==> src/hdl/cfgns_pkg.sv <==
`timescale 1ns / 1ps
// Package for the cube face grid neighbor step: face and edge codes, register
// map and the face-crossing remap table. Depends on nothing.
package cfgns_pkg;

  localparam int COORD_W = 12;
  localparam int RES_W   = 13;
  localparam int FACE_W  = 3;
  localparam int STEP_W  = 2;
  localparam int DATA_W  = 32;
  localparam int ADDR_W  = 3;

  localparam logic [RES_W-1:0] MAX_RESOLUTION = RES_W'(4096);
  localparam logic [RES_W-1:0] RES_RESET      = RES_W'(64);

  // register index, taken from paddr[2]
  localparam logic REG_FACE_RESOLUTION = 1'b0;

  localparam logic [FACE_W-1:0] FACE_PX = 3'd0;
  localparam logic [FACE_W-1:0] FACE_NX = 3'd1;
  localparam logic [FACE_W-1:0] FACE_PY = 3'd2;
  localparam logic [FACE_W-1:0] FACE_NY = 3'd3;
  localparam logic [FACE_W-1:0] FACE_PZ = 3'd4;
  localparam logic [FACE_W-1:0] FACE_NZ = 3'd5;

  localparam logic [1:0] EDGE_NX = 2'd0;
  localparam logic [1:0] EDGE_PX = 2'd1;
  localparam logic [1:0] EDGE_NY = 2'd2;
  localparam logic [1:0] EDGE_PY = 2'd3;

  typedef logic [COORD_W-1:0] coord_t;

  typedef struct packed {
    logic               hit;
    logic [FACE_W-1:0]  face;
    coord_t             x;
    coord_t             y;
  } remap_t;

  // Neighbor face and remapped cell for a step off the given edge.
  function automatic remap_t cross_edge(input logic [FACE_W-1:0] face,
                                        input logic [1:0] edge_code,
                                        input coord_t x, input coord_t y,
                                        input coord_t m);
    remap_t r;
    coord_t mx;
    coord_t my;
    mx = m - x;
    my = m - y;
    r.hit  = 1'b1;
    r.face = face;
    r.x    = x;
    r.y    = y;
    case (face)
      FACE_PX: begin
        case (edge_code)
          EDGE_NX: begin r.face = FACE_NY; r.x = m;        r.y = y;        end
          EDGE_PX: begin r.face = FACE_PY; r.x = '0;       r.y = y;        end
          EDGE_NY: begin r.face = FACE_NZ; r.x = mx;       r.y = '0;       end
          default: begin r.face = FACE_PZ; r.x = mx;       r.y = m;        end
        endcase
      end
      FACE_NX: begin
        case (edge_code)
          EDGE_NX: begin r.face = FACE_PY; r.x = m;        r.y = y;        end
          EDGE_PX: begin r.face = FACE_NY; r.x = '0;       r.y = y;        end
          EDGE_NY: begin r.face = FACE_NZ; r.x = x;        r.y = m;        end
          default: begin r.face = FACE_PZ; r.x = x;        r.y = '0;       end
        endcase
      end
      FACE_PY: begin
        case (edge_code)
          EDGE_NX: begin r.face = FACE_PX; r.x = m;        r.y = y;        end
          EDGE_PX: begin r.face = FACE_NX; r.x = '0;       r.y = y;        end
          EDGE_NY: begin r.face = FACE_NZ; r.x = '0;       r.y = x;        end
          default: begin r.face = FACE_PZ; r.x = '0;       r.y = mx;       end
        endcase
      end
      FACE_NY: begin
        case (edge_code)
          EDGE_NX: begin r.face = FACE_NX; r.x = m;        r.y = y;        end
          EDGE_PX: begin r.face = FACE_PX; r.x = '0;       r.y = y;        end
          EDGE_NY: begin r.face = FACE_NZ; r.x = m;        r.y = mx;       end
          default: begin r.face = FACE_PZ; r.x = m;        r.y = x;        end
        endcase
      end
      FACE_PZ: begin
        case (edge_code)
          EDGE_NX: begin r.face = FACE_PY; r.x = my;       r.y = m;        end
          EDGE_PX: begin r.face = FACE_NY; r.x = y;        r.y = m;        end
          EDGE_NY: begin r.face = FACE_NX; r.x = x;        r.y = m;        end
          default: begin r.face = FACE_PX; r.x = mx;       r.y = m;        end
        endcase
      end
      FACE_NZ: begin
        case (edge_code)
          EDGE_NX: begin r.face = FACE_PY; r.x = y;        r.y = '0;       end
          EDGE_PX: begin r.face = FACE_NY; r.x = my;       r.y = '0;       end
          EDGE_NY: begin r.face = FACE_PX; r.x = mx;       r.y = '0;       end
          default: begin r.face = FACE_NX; r.x = x;        r.y = '0;       end
        endcase
      end
      default: r.hit = 1'b0;
    endcase
    return r;
  endfunction

endpackage

==> src/hdl/cube_face_grid_neighbor_step.sv <==
`timescale 1ns / 1ps
// Cube face grid neighbor step: input register, remap logic, result register.
// Depends on cfgns_pkg.
//
// Usage:
//   Input channel (in_valid / in_stall) carries one cell and a unit step per
//   beat: from_face, from_x, from_y, step_x, step_y. Output channel
//   (out_valid / out_stall) returns one beat per input beat with the new
//   display cell, its canonical coordinates and the crossed_edge flag.
//   A beat is moved at a rising edge where valid is high and stall is low.
//   A beat passes through the input register, then the result register.
//   Throughput: one beat per cycle while out_stall is low; the remap is one pass
//   of compares, subtracts and table selection between the input and result registers.
//   When the receiver stalls, the result register holds its beat and an empty input
//   register still takes one more beat before in_stall rises. face_resolution is
//   written over the APB-style port at byte address 0; the user must write it only
//   while the block is idle, as the block does not enforce this. Reads return it.
//   Reset (rst, synchronous) empties both registers and sets face_resolution to 64.
module cube_face_grid_neighbor_step (
  input  logic                               clk,
  input  logic                               rst,
  // configuration port
  input  logic                               psel,
  input  logic                               penable,
  input  logic                               pwrite,
  input  logic [cfgns_pkg::ADDR_W-1:0]       paddr,
  input  logic [cfgns_pkg::DATA_W-1:0]       pwdata,
  output logic [cfgns_pkg::DATA_W-1:0]       prdata,
  output logic                               pready,
  // input channel
  input  logic                               in_valid,
  output logic                               in_stall,
  input  logic [cfgns_pkg::FACE_W-1:0]       from_face,
  input  logic [cfgns_pkg::COORD_W-1:0]      from_x,
  input  logic [cfgns_pkg::COORD_W-1:0]      from_y,
  input  logic signed [cfgns_pkg::STEP_W-1:0] step_x,
  input  logic signed [cfgns_pkg::STEP_W-1:0] step_y,
  // output channel
  output logic                               out_valid,
  input  logic                               out_stall,
  output logic [cfgns_pkg::FACE_W-1:0]       next_face,
  output logic [cfgns_pkg::COORD_W-1:0]      next_x,
  output logic [cfgns_pkg::COORD_W-1:0]      next_y,
  output logic [cfgns_pkg::COORD_W-1:0]      canon_x,
  output logic [cfgns_pkg::COORD_W-1:0]      canon_y,
  output logic                               crossed_edge
);

  // ---------------------------------------------------------------------
  // Configuration register
  // ---------------------------------------------------------------------
  logic [cfgns_pkg::RES_W-1:0] face_resolution;
  logic                        reg_sel;

  assign pready  = 1'b1;
  assign reg_sel = (paddr[2] == cfgns_pkg::REG_FACE_RESOLUTION);

  always_ff @(posedge clk) begin
    if (rst) begin
      face_resolution <= cfgns_pkg::RES_RESET;
    end else if (psel && penable && pwrite && reg_sel) begin
      face_resolution <= pwdata[cfgns_pkg::RES_W-1:0];
    end
  end

  always_comb begin
    prdata = '0;
    if (reg_sel) begin
      prdata[cfgns_pkg::RES_W-1:0] = face_resolution;
    end
  end

  // Effective resolution: zero reads as one, saturate at the maximum.
  logic [cfgns_pkg::RES_W-1:0] res;
  cfgns_pkg::coord_t           res_m;

  always_comb begin
    if (face_resolution == '0) begin
      res = cfgns_pkg::RES_W'(1);
    end else if (face_resolution > cfgns_pkg::MAX_RESOLUTION) begin
      res = cfgns_pkg::MAX_RESOLUTION;
    end else begin
      res = face_resolution;
    end
  end

  // res is at least one, so res - 1 fits the coordinate width
  assign res_m = cfgns_pkg::COORD_W'(res - cfgns_pkg::RES_W'(1));

  // ---------------------------------------------------------------------
  // Handshake: each stage loads when empty or when its beat moves on
  // ---------------------------------------------------------------------
  logic in_valid_q;
  logic load_out;
  logic load_in;

  assign load_out = !out_valid || !out_stall;
  assign in_stall = in_valid_q && !load_out;
  assign load_in  = in_valid && !in_stall;

  // ---------------------------------------------------------------------
  // Input register
  // ---------------------------------------------------------------------
  logic [cfgns_pkg::FACE_W-1:0] face_q;
  cfgns_pkg::coord_t            x_q;
  cfgns_pkg::coord_t            y_q;
  logic [cfgns_pkg::STEP_W-1:0] sx_q;
  logic [cfgns_pkg::STEP_W-1:0] sy_q;

  always_ff @(posedge clk) begin
    if (rst) begin
      in_valid_q <= 1'b0;
    end else if (load_in) begin
      in_valid_q <= 1'b1;
    end else if (load_out) begin
      in_valid_q <= 1'b0;
    end
  end

  // hold payload unless a new beat is taken
  always_ff @(posedge clk) begin
    if (load_in) begin
      face_q <= from_face;
      x_q    <= from_x;
      y_q    <= from_y;
      sx_q   <= step_x;
      sy_q   <= step_y;
    end
  end

  // ---------------------------------------------------------------------
  // Step and remap
  // ---------------------------------------------------------------------
  logic                         use_x;
  logic                         moving;
  logic                         neg;
  cfgns_pkg::coord_t            v;
  logic [cfgns_pkg::RES_W-1:0]  v_wide;
  logic [cfgns_pkg::RES_W-1:0]  t_wide;
  logic                         in_range;
  logic [1:0]                   edge_code;
  cfgns_pkg::remap_t            remap;

  logic [cfgns_pkg::FACE_W-1:0] face_next;
  cfgns_pkg::coord_t            x_next;
  cfgns_pkg::coord_t            y_next;
  cfgns_pkg::coord_t            cx_next;
  cfgns_pkg::coord_t            cy_next;
  logic                         crossed_next;

  always_comb begin
    // a nonzero x step wins over the y step; only the sign bit counts
    use_x  = (sx_q != '0);
    moving = use_x || (sy_q != '0);
    neg    = use_x ? sx_q[cfgns_pkg::STEP_W-1] : sy_q[cfgns_pkg::STEP_W-1];
    v      = use_x ? x_q : y_q;
    v_wide = {1'b0, v};

    if (neg) begin
      t_wide   = v_wide - cfgns_pkg::RES_W'(1);
      in_range = (v != '0) && (t_wide < res);
    end else begin
      t_wide   = v_wide + cfgns_pkg::RES_W'(1);
      in_range = (t_wide < res);
    end

    edge_code = {!use_x, !neg};
    remap     = cfgns_pkg::cross_edge(face_q, edge_code, x_q, y_q, res_m);

    face_next    = face_q;
    x_next       = x_q;
    y_next       = y_q;
    crossed_next = 1'b0;

    if (moving) begin
      if (in_range) begin
        if (use_x) begin
          x_next = t_wide[cfgns_pkg::COORD_W-1:0];
        end else begin
          y_next = t_wide[cfgns_pkg::COORD_W-1:0];
        end
      end else if (remap.hit) begin
        // stepping off an unused face code leaves the cell in place
        face_next    = remap.face;
        x_next       = remap.x;
        y_next       = remap.y;
        crossed_next = 1'b1;
      end
    end

    // mirror canonical coordinates on the z faces
    if (face_next == cfgns_pkg::FACE_PZ || face_next == cfgns_pkg::FACE_NZ) begin
      cx_next = res_m - x_next;
      cy_next = res_m - y_next;
    end else begin
      cx_next = x_next;
      cy_next = y_next;
    end
  end

  // ---------------------------------------------------------------------
  // Result register
  // ---------------------------------------------------------------------
  always_ff @(posedge clk) begin
    if (rst) begin
      out_valid <= 1'b0;
    end else if (load_out) begin
      out_valid <= in_valid_q;
    end
  end

  always_ff @(posedge clk) begin
    if (load_out && in_valid_q) begin
      next_face    <= face_next;
      next_x       <= x_next;
      next_y       <= y_next;
      canon_x      <= cx_next;
      canon_y      <= cy_next;
      crossed_edge <= crossed_next;
    end
  end

endmodule
==> config.mk <==
export PLATFORM = sky130hd
export DESIGN_NAME = cube_face_grid_neighbor_step
export DESIGN_NICKNAME = d
export VERILOG_FILES = /design/src/hdl/cfgns_pkg.sv /design/src/hdl/cube_face_grid_neighbor_step.sv
export SDC_FILE = /design/constraint.sdc
export NUM_CORES = 1
export LEC_CHECK = 0
export BUFFER_PORTS_ARGS = -buffer_cell sky130_fd_sc_hd__buf_4
export CAP_MARGIN = 40
export CORE_UTILIZATION = 45
export DETAILED_ROUTE_END_ITERATION = 12
export GPL_ROUTABILITY_DRIVEN = 0
export PLACE_DENSITY_LB_ADDON = 0.08
export SLEW_MARGIN = 15
export SYNTH_ARGS = -nofsm -noshare
export SYNTH_HDL_FRONTEND = slang
export SYNTH_SLANG_ARGS = --single-unit
==> constraint.sdc <==
create_clock -name clk -period 6.6 [get_ports clk]
set_input_delay 1.32 -clock clk [delete_from_list [all_inputs] [get_ports clk]]
set_output_delay 1.32 -clock clk [all_outputs]
set_load 0.03 [all_outputs]
## Word level (Yosys, flattened, before mapping)

Index checks and enable logic that the tools add are counted.

- Bits in registers: 98
- Latch bits: 0
- Memory bits (writable): 0
- Memory bits (read-only): 0
- Input bits: 73
- Output and inout bits: 87
- Word-level logic and storage cells: 91
- Memories: 0

- $add $sub $neg: 7
- Multiply operators: 0
- Div/mod/pow operators: 0
- Magnitude comparators: 3
- Eq/ne operators: 9
- Shifts and indexed selects: 0
- Muxes and demuxes: 31
- Bitwise gates (word level): 2
- Reductions and logical operators: 25

Operators with widths:

| operator | number |
|---|---|
| one-hot mux 27 bit (3 select lines) | 4 |
| one-hot mux 27 bit (6 select lines) | 1 |
| one-hot mux 26 bit (3 select lines) | 2 |
| two-way mux 12 bit | 12 |
| subtractor 12 bit | 4 |
| two-way mux 13 bit | 3 |
| less-than comparator 13 bit | 2 |
| adder 12 x 1 -> 13 bit (second input constant) | 1 |
| greater-than comparator 13 bit (second input constant) | 1 |
| logical NOT 13 bit | 1 |
| subtractor 12 x 1 -> 13 bit (second input constant) | 1 |
| equality test 3 bit (second input constant) | 4 |
| nonzero test 12 bit | 1 |
| subtractor 12 x 1 -> 12 bit (second input constant) | 1 |
| two-way mux 3 bit | 3 |
| logical AND 1 bit | 7 |
| equality test 3 x 2 -> 1 bit (second input constant) | 2 |
| logical NOT 1 bit | 6 |
| two-way mux 1 bit | 6 |
| nonzero test 2 bit | 3 |
| OR reduction 6 bit | 1 |
| equality test 3 x 1 -> 1 bit (second input constant) | 1 |
| logical NOT 3 bit | 1 |
| logical OR 1 bit | 3 |
| other kinds (5) | 6 |

## Logic depth before layout (Yosys ltp)

- Depth after elaboration: 13
- Gate-level depth with buffers: 38
- Mapped depth without buffers: 30

## Worst setup path after synthesis

No wires, ideal clock.

- Path type: reg2reg
- Start point: reg sx_q[1] (netlist bit)
- End point: reg canon_y[10] (netlist bit) (data pin)
- Setup time: 0.270 ns
- Data arrival time: 6.459 ns
- Required time: 6.330 ns
- Slack: -0.130 ns
- Cell stages (with the launch flop): 36
- Cell sequence: edfxtp_1 -> buf_6 -> or2_1 -> buf_6 -> buf_6 -> clkbuf_1 -> clkbuf_1 -> buf_2 -> o21ai_0 -> ha_1 -> inv_1 -> a221o_1 -> nand2b_1 -> a21o_1 -> xor2_1 -> ha_1 -> and3_1 -> o2111ai_1 -> a21o_1 -> and2_1 -> buf_2 -> o21ai_0 -> o22ai_1 -> a21oi_1 -> ha_1 -> inv_1 -> fa_1 -> a21o_1 -> a21oi_1 -> o21bai_1 -> a21oi_1 -> o21ai_0 -> a21o_1 -> a21oi_1 -> xor2_1 -> mux2i_1

RTL lines:

| what | line | text |
|---|---|---|
| start, declared | cube_face_grid_neighbor_step.sv:107 | `logic [cfgns_pkg::STEP_W-1:0] sx_q;` |
| start signal, assigned | cube_face_grid_neighbor_step.sv:126 | `sx_q <= step_x;` |
| branches (longest 8 deep; another with subtractor 12 x 1 -> 13 bit) | -- |  |
| two-way mux 12 bit * | cube_face_grid_neighbor_step.sv:175 | `if (moving) begin` |
| net y_next[0] | cube_face_grid_neighbor_step.sv:146 | `cfgns_pkg::coord_t y_next;` |
| subtractor 12 bit * | cube_face_grid_neighbor_step.sv:194 | `cy_next = res_m - y_next;` |
| two-way mux 12 bit * | cube_face_grid_neighbor_step.sv:192 | `if (face_next == cfgns_pkg::FACE_PZ \|\| face_next == cfgns_pkg::FACE_NZ) begin` |
| net cy_next[10] | cube_face_grid_neighbor_step.sv:148 | `cfgns_pkg::coord_t cy_next;` |
| end signal, assigned | cube_face_grid_neighbor_step.sv:218 | `canon_y <= cy_next;` |
| end, declared | cube_face_grid_neighbor_step.sv:45 | `output logic [cfgns_pkg::COORD_W-1:0] canon_y,` |

Mark *: on every way through the listed nets, which the timed path passes.
A chain may end at the register's enable or synchronous reset.

## Worst setup path in the final report

- Start point: reg sx_q[1] (netlist bit)
- End point: reg canon_x[10] (netlist bit) (data pin)

RTL lines:

| what | line | text |
|---|---|---|
| branches (longest 8 deep; another with subtractor 12 x 1 -> 13 bit) | -- |  |
| two-way mux 12 bit * | cube_face_grid_neighbor_step.sv:175 |  |
| net x_next[1] | cube_face_grid_neighbor_step.sv:145 | `cfgns_pkg::coord_t x_next;` |
| subtractor 12 bit * | cube_face_grid_neighbor_step.sv:193 | `cx_next = res_m - x_next;` |
| two-way mux 12 bit * | cube_face_grid_neighbor_step.sv:192 |  |
| net cx_next[10] | cube_face_grid_neighbor_step.sv:147 | `cfgns_pkg::coord_t cx_next;` |
| end signal, assigned | cube_face_grid_neighbor_step.sv:217 | `canon_x <= cx_next;` |
| end, declared | cube_face_grid_neighbor_step.sv:44 | `output logic [cfgns_pkg::COORD_W-1:0] canon_x,` |

Marked as above.

==> results.json <==
{
  "cts_tree": "yes",
  "async_flop_share_pct": 0,
  "synth_cell_types": 92,
  "drive_above_1_share_pct": 21.48,
  "cts.sinks": 98,
  "grt_start_max_net_pins": 53,
  "utilization_pct": 54.97,
  "p_sw_share_pct": 40.66,
  "cp.arrival_ns": 6.45,
  "syn_area_per_cell_um2": 8.175,
  "vias": 10880,
  "cts-root-buf": "clkbuf_16",
  "power-per-cell-area_nw_per_um2": 211.0,
  "yosys.area.top_type_share_pct": 24.16,
  "worstMarginPinSlew_ns": 0.9159,
  "status": "finished clean",
  "fp.dieH_um": 153.4,
  "synth_top_cell_by_area": "edfxtp_1",
  "rows": 55,
  "pwr-share-seq_pct": 29.8,
  "synth_warnings": 0,
  "fin_setup_tns_ns": 0,
  "final_cell_mix": "buf_4, nand2_1, nor2_1",
  "wl_um": 38630,
  "synth_edf_count": 83,
  "drt-initial-drc-count": 1450,
  "io_pins": 160,
  "wl_per_cell_um": 22.66,
  "port_buffers": 118,
  "synth_seq_cells": 98,
  "fin_crit_sh_pct": 96.36,
  "finalSetupViolations": 0,
  "layout.nets": 1564,
  "h-tree-depth": 3,
  "grt_pass1_wl_um": 57750,
  "hold-path-endpoint": "out_valid$_SDFFE_PP0N_",
  "crit_path_max_incr_delay_ns": 0.48,
  "syn_to_final_growth_pct": 20.25,
  "slew_headroom_pct": 38.42,
  "grt_pass1_vias": 9844,
  "startpoint_type": "flip-flop",
  "first_pass_iters": 8,
  "track_usage_pct": 32.34,
  "synth_cells": 1262,
  "dp_hpwl_um": 29750,
  "initial_utilization_pct": 45.71,
  "timing.rr.end": "canon_x[10]$_DFFE_PP_",
  "cts_buffers": 9,
  "die_x_um": 153.4,
  "crit_family": "compound AO/OA/AOI/OAI gates",
  "critPathRequiredTime_ns": 6.69,
  "drv_slew": 0,
  "end_kind": "flip-flop",
  "finalInstanceArea_um2": 12410,
  "finalCriticalPeriod_ns": 6.360,
  "reg2reg_slack_ns": 0.24,
  "fmax_mhz": 157.2,
  "drc_errors": 0,
  "placed_cell_area_um2": 11840,
  "p_comb_share_pct": 48.2,
  "power.share.clock_pct": 22.0,
  "die_area_um2": 23540,
  "core_um2": 22570,
  "min_path_cells": 2,
  "drv_cap": 0,
  "num_antenna_cells": 0,
  "synth_area_um2": 10320,
  "final_hold_viol_count": 0,
  "critical_path_peak_fanout": 38,
  "clockBufferDepth": 2,
  "clock-skew-final_ns": 0.01084,
  "yosysSeqAreaShare_pct": 27.07,
  "hp-start": "in_valid_q$_SDFFE_PP0P_",
  "rsz0062_at_grt": "true",
  "postRouteAntennaNets": 0,
  "hp-class": "flip-flop to flip-flop",
  "synthFlopType": "edfxtp_1",
  "internal-power_mw": 1.553,
  "mostFrequentLayoutCell": "buf_4",
  "overflow": 0,
  "insertion_delay_ns": 0.36,
  "power.leakage_nw": 5.164,
  "antenna_found_initial": 1,
  "path_buf_inv": 4,
  "r2r_cells": 28,
  "path_class": "flip-flop to flip-flop",
  "irDropWorstVdd_v": 0.0001396,
  "worst_path_max_delay_cell": "edfxtp_1",
  "synth.top_cells.by_area": "edfxtp_1, ha_1, a21oi_1, nand2_1, nor2_1",
  "vias_per_cell": 6.379,
  "switching_power_mw": 1.064,
  "path_clk_slew_ns": 0.08,
  "timing.rr.start": "sx_q[1]$_DFFE_PP_",
  "design_power_total_mw": 2.617
}
final cells by class:
class / instances / area, um^2
fill: 2177 / 10160
multi-input combinational: 1013 / 6978
sequential: 98 / 2794
timing repair buffer: 223 / 1694
tap: 285 / 356.6
inverter: 70 / 262.8
clock buffer: 9 / 225.2
clock inverter: 7 / 96.34
synthesized netlist by cell type (all sizes together), types with 12 or more instances:
master,instances
a211oi,15
a21o,22
a21oi,95
a221oi,13
a31oi,20
and3,12
buf,52
clkbuf,47
dfxtp,15
edfxtp,83
ha,72
inv,68
mux2,13
mux2i,24
nand2,124
nand2b,15
nand3,30
nor2,94
nor2b,29
nor3,29
o2111ai,12
o211ai,25
o21a,13
o21ai,70
o22ai,16
o31ai,14
or3,15
xnor2,26
xor2,30
timing repair:
| item | CTS | global route |
|---|---|---|
| gates resized for setup | 8 | 32 |
| pin swaps | 0 | 8 |
| setup endpoints to repair | 3 | 11 |
| hold buffers | 0 | 0 |
| buffers inserted | 0 | 14 |
| hold endpoints to repair | 0 | 0 |
power by group through the flow:
stage | logic (mW) | registers (mW) | clock network, mW
after global placement | 1.17 | 0.791 | 0
after global routing | 1.36 | 0.784 | 0.613
final | 1.26 | 0.780 | 0.576
after detailed placement | 1.19 | 0.792 | 0
after CTS | 1.20 | 0.778 | 0.592
after floorplan | 0.761 | 0.840 | 0
metal layers:
layer / global-route usage, % / vias up / routed length [um]
met1: 42.58 / 5013 / 15510
met2: 48.34 / 703 / 16290
met4: 19.38 / 2 / 2513
met3: 7.315 / 142 / 4304
met5: 0 / - / 13
li1: - / 5016 / -
worst min-delay path, stage by stage (launching register included):
cell and delay [ns]:
dfxtp_1 0.35, a21oi_1 0.05, nor2_1 0.07
registers in the layout, summed over array words and instances (netlist names), 2 cells and up:
register         cells
next_face            3
next_x              12
y_q                 12
face_q               3
x_q                 12
sx_q                 2
canon_x             12
sy_q                 2
next_y              12
face_resolution     13
canon_y             12
logic make-up after synthesis:
logic type | after synthesis | synth area share [%]
AND/OR/NAND/NOR | 406 | 19.51
AO/OA/AOI/OAI | 418 | 27.83
other | 2 | 0.07279
adder cells (fa/ha/maj) | 76 | 9.508
flip-flops | 98 | 27.07
XOR/XNOR | 56 | 4.754
buffers and inverters | 169 | 7.434
multiplexers | 37 | 3.820
worst max-delay path by stage:
stage | from | to | slack (ns) | cells after the start
floorplan | sx_q[1]$_DFFE_PP_ | canon_x[10]$_DFFE_PP_ | 0.03 | 37
global placement | sx_q[0]$_DFFE_PP_ | canon_y[10]$_DFFE_PP_ | 0.04 | 28
detailed placement | face_resolution[3]$_SDFFE_PP0P_ | canon_x[10]$_DFFE_PP_ | -0.08 | 24
CTS | sx_q[0]$_DFFE_PP_ | canon_y[10]$_DFFE_PP_ | 0.03 | 28
global route | sx_q[1]$_DFFE_PP_ | canon_x[10]$_DFFE_PP_ | -0.1 | 29
finish | sx_q[1]$_DFFE_PP_ | canon_x[10]$_DFFE_PP_ | 0.24 | 28
per-stage QoR:
stage / hold WS, ns / cells / worst slack, ns
finish: 0.4977 / 1705 / 0.2401
global route: 0.5468 / 1705 / -0.09822
CTS: 0.5004 / 1691 / 0.02922
detailed placement: 0.4761 / 1675 / -0.07842
global placement: 0.4801 / 1674 / 0.03983
floorplan: 0.4440 / 1280 / 0.03216
Note: power is estimated with default switching activity, not from simulation.
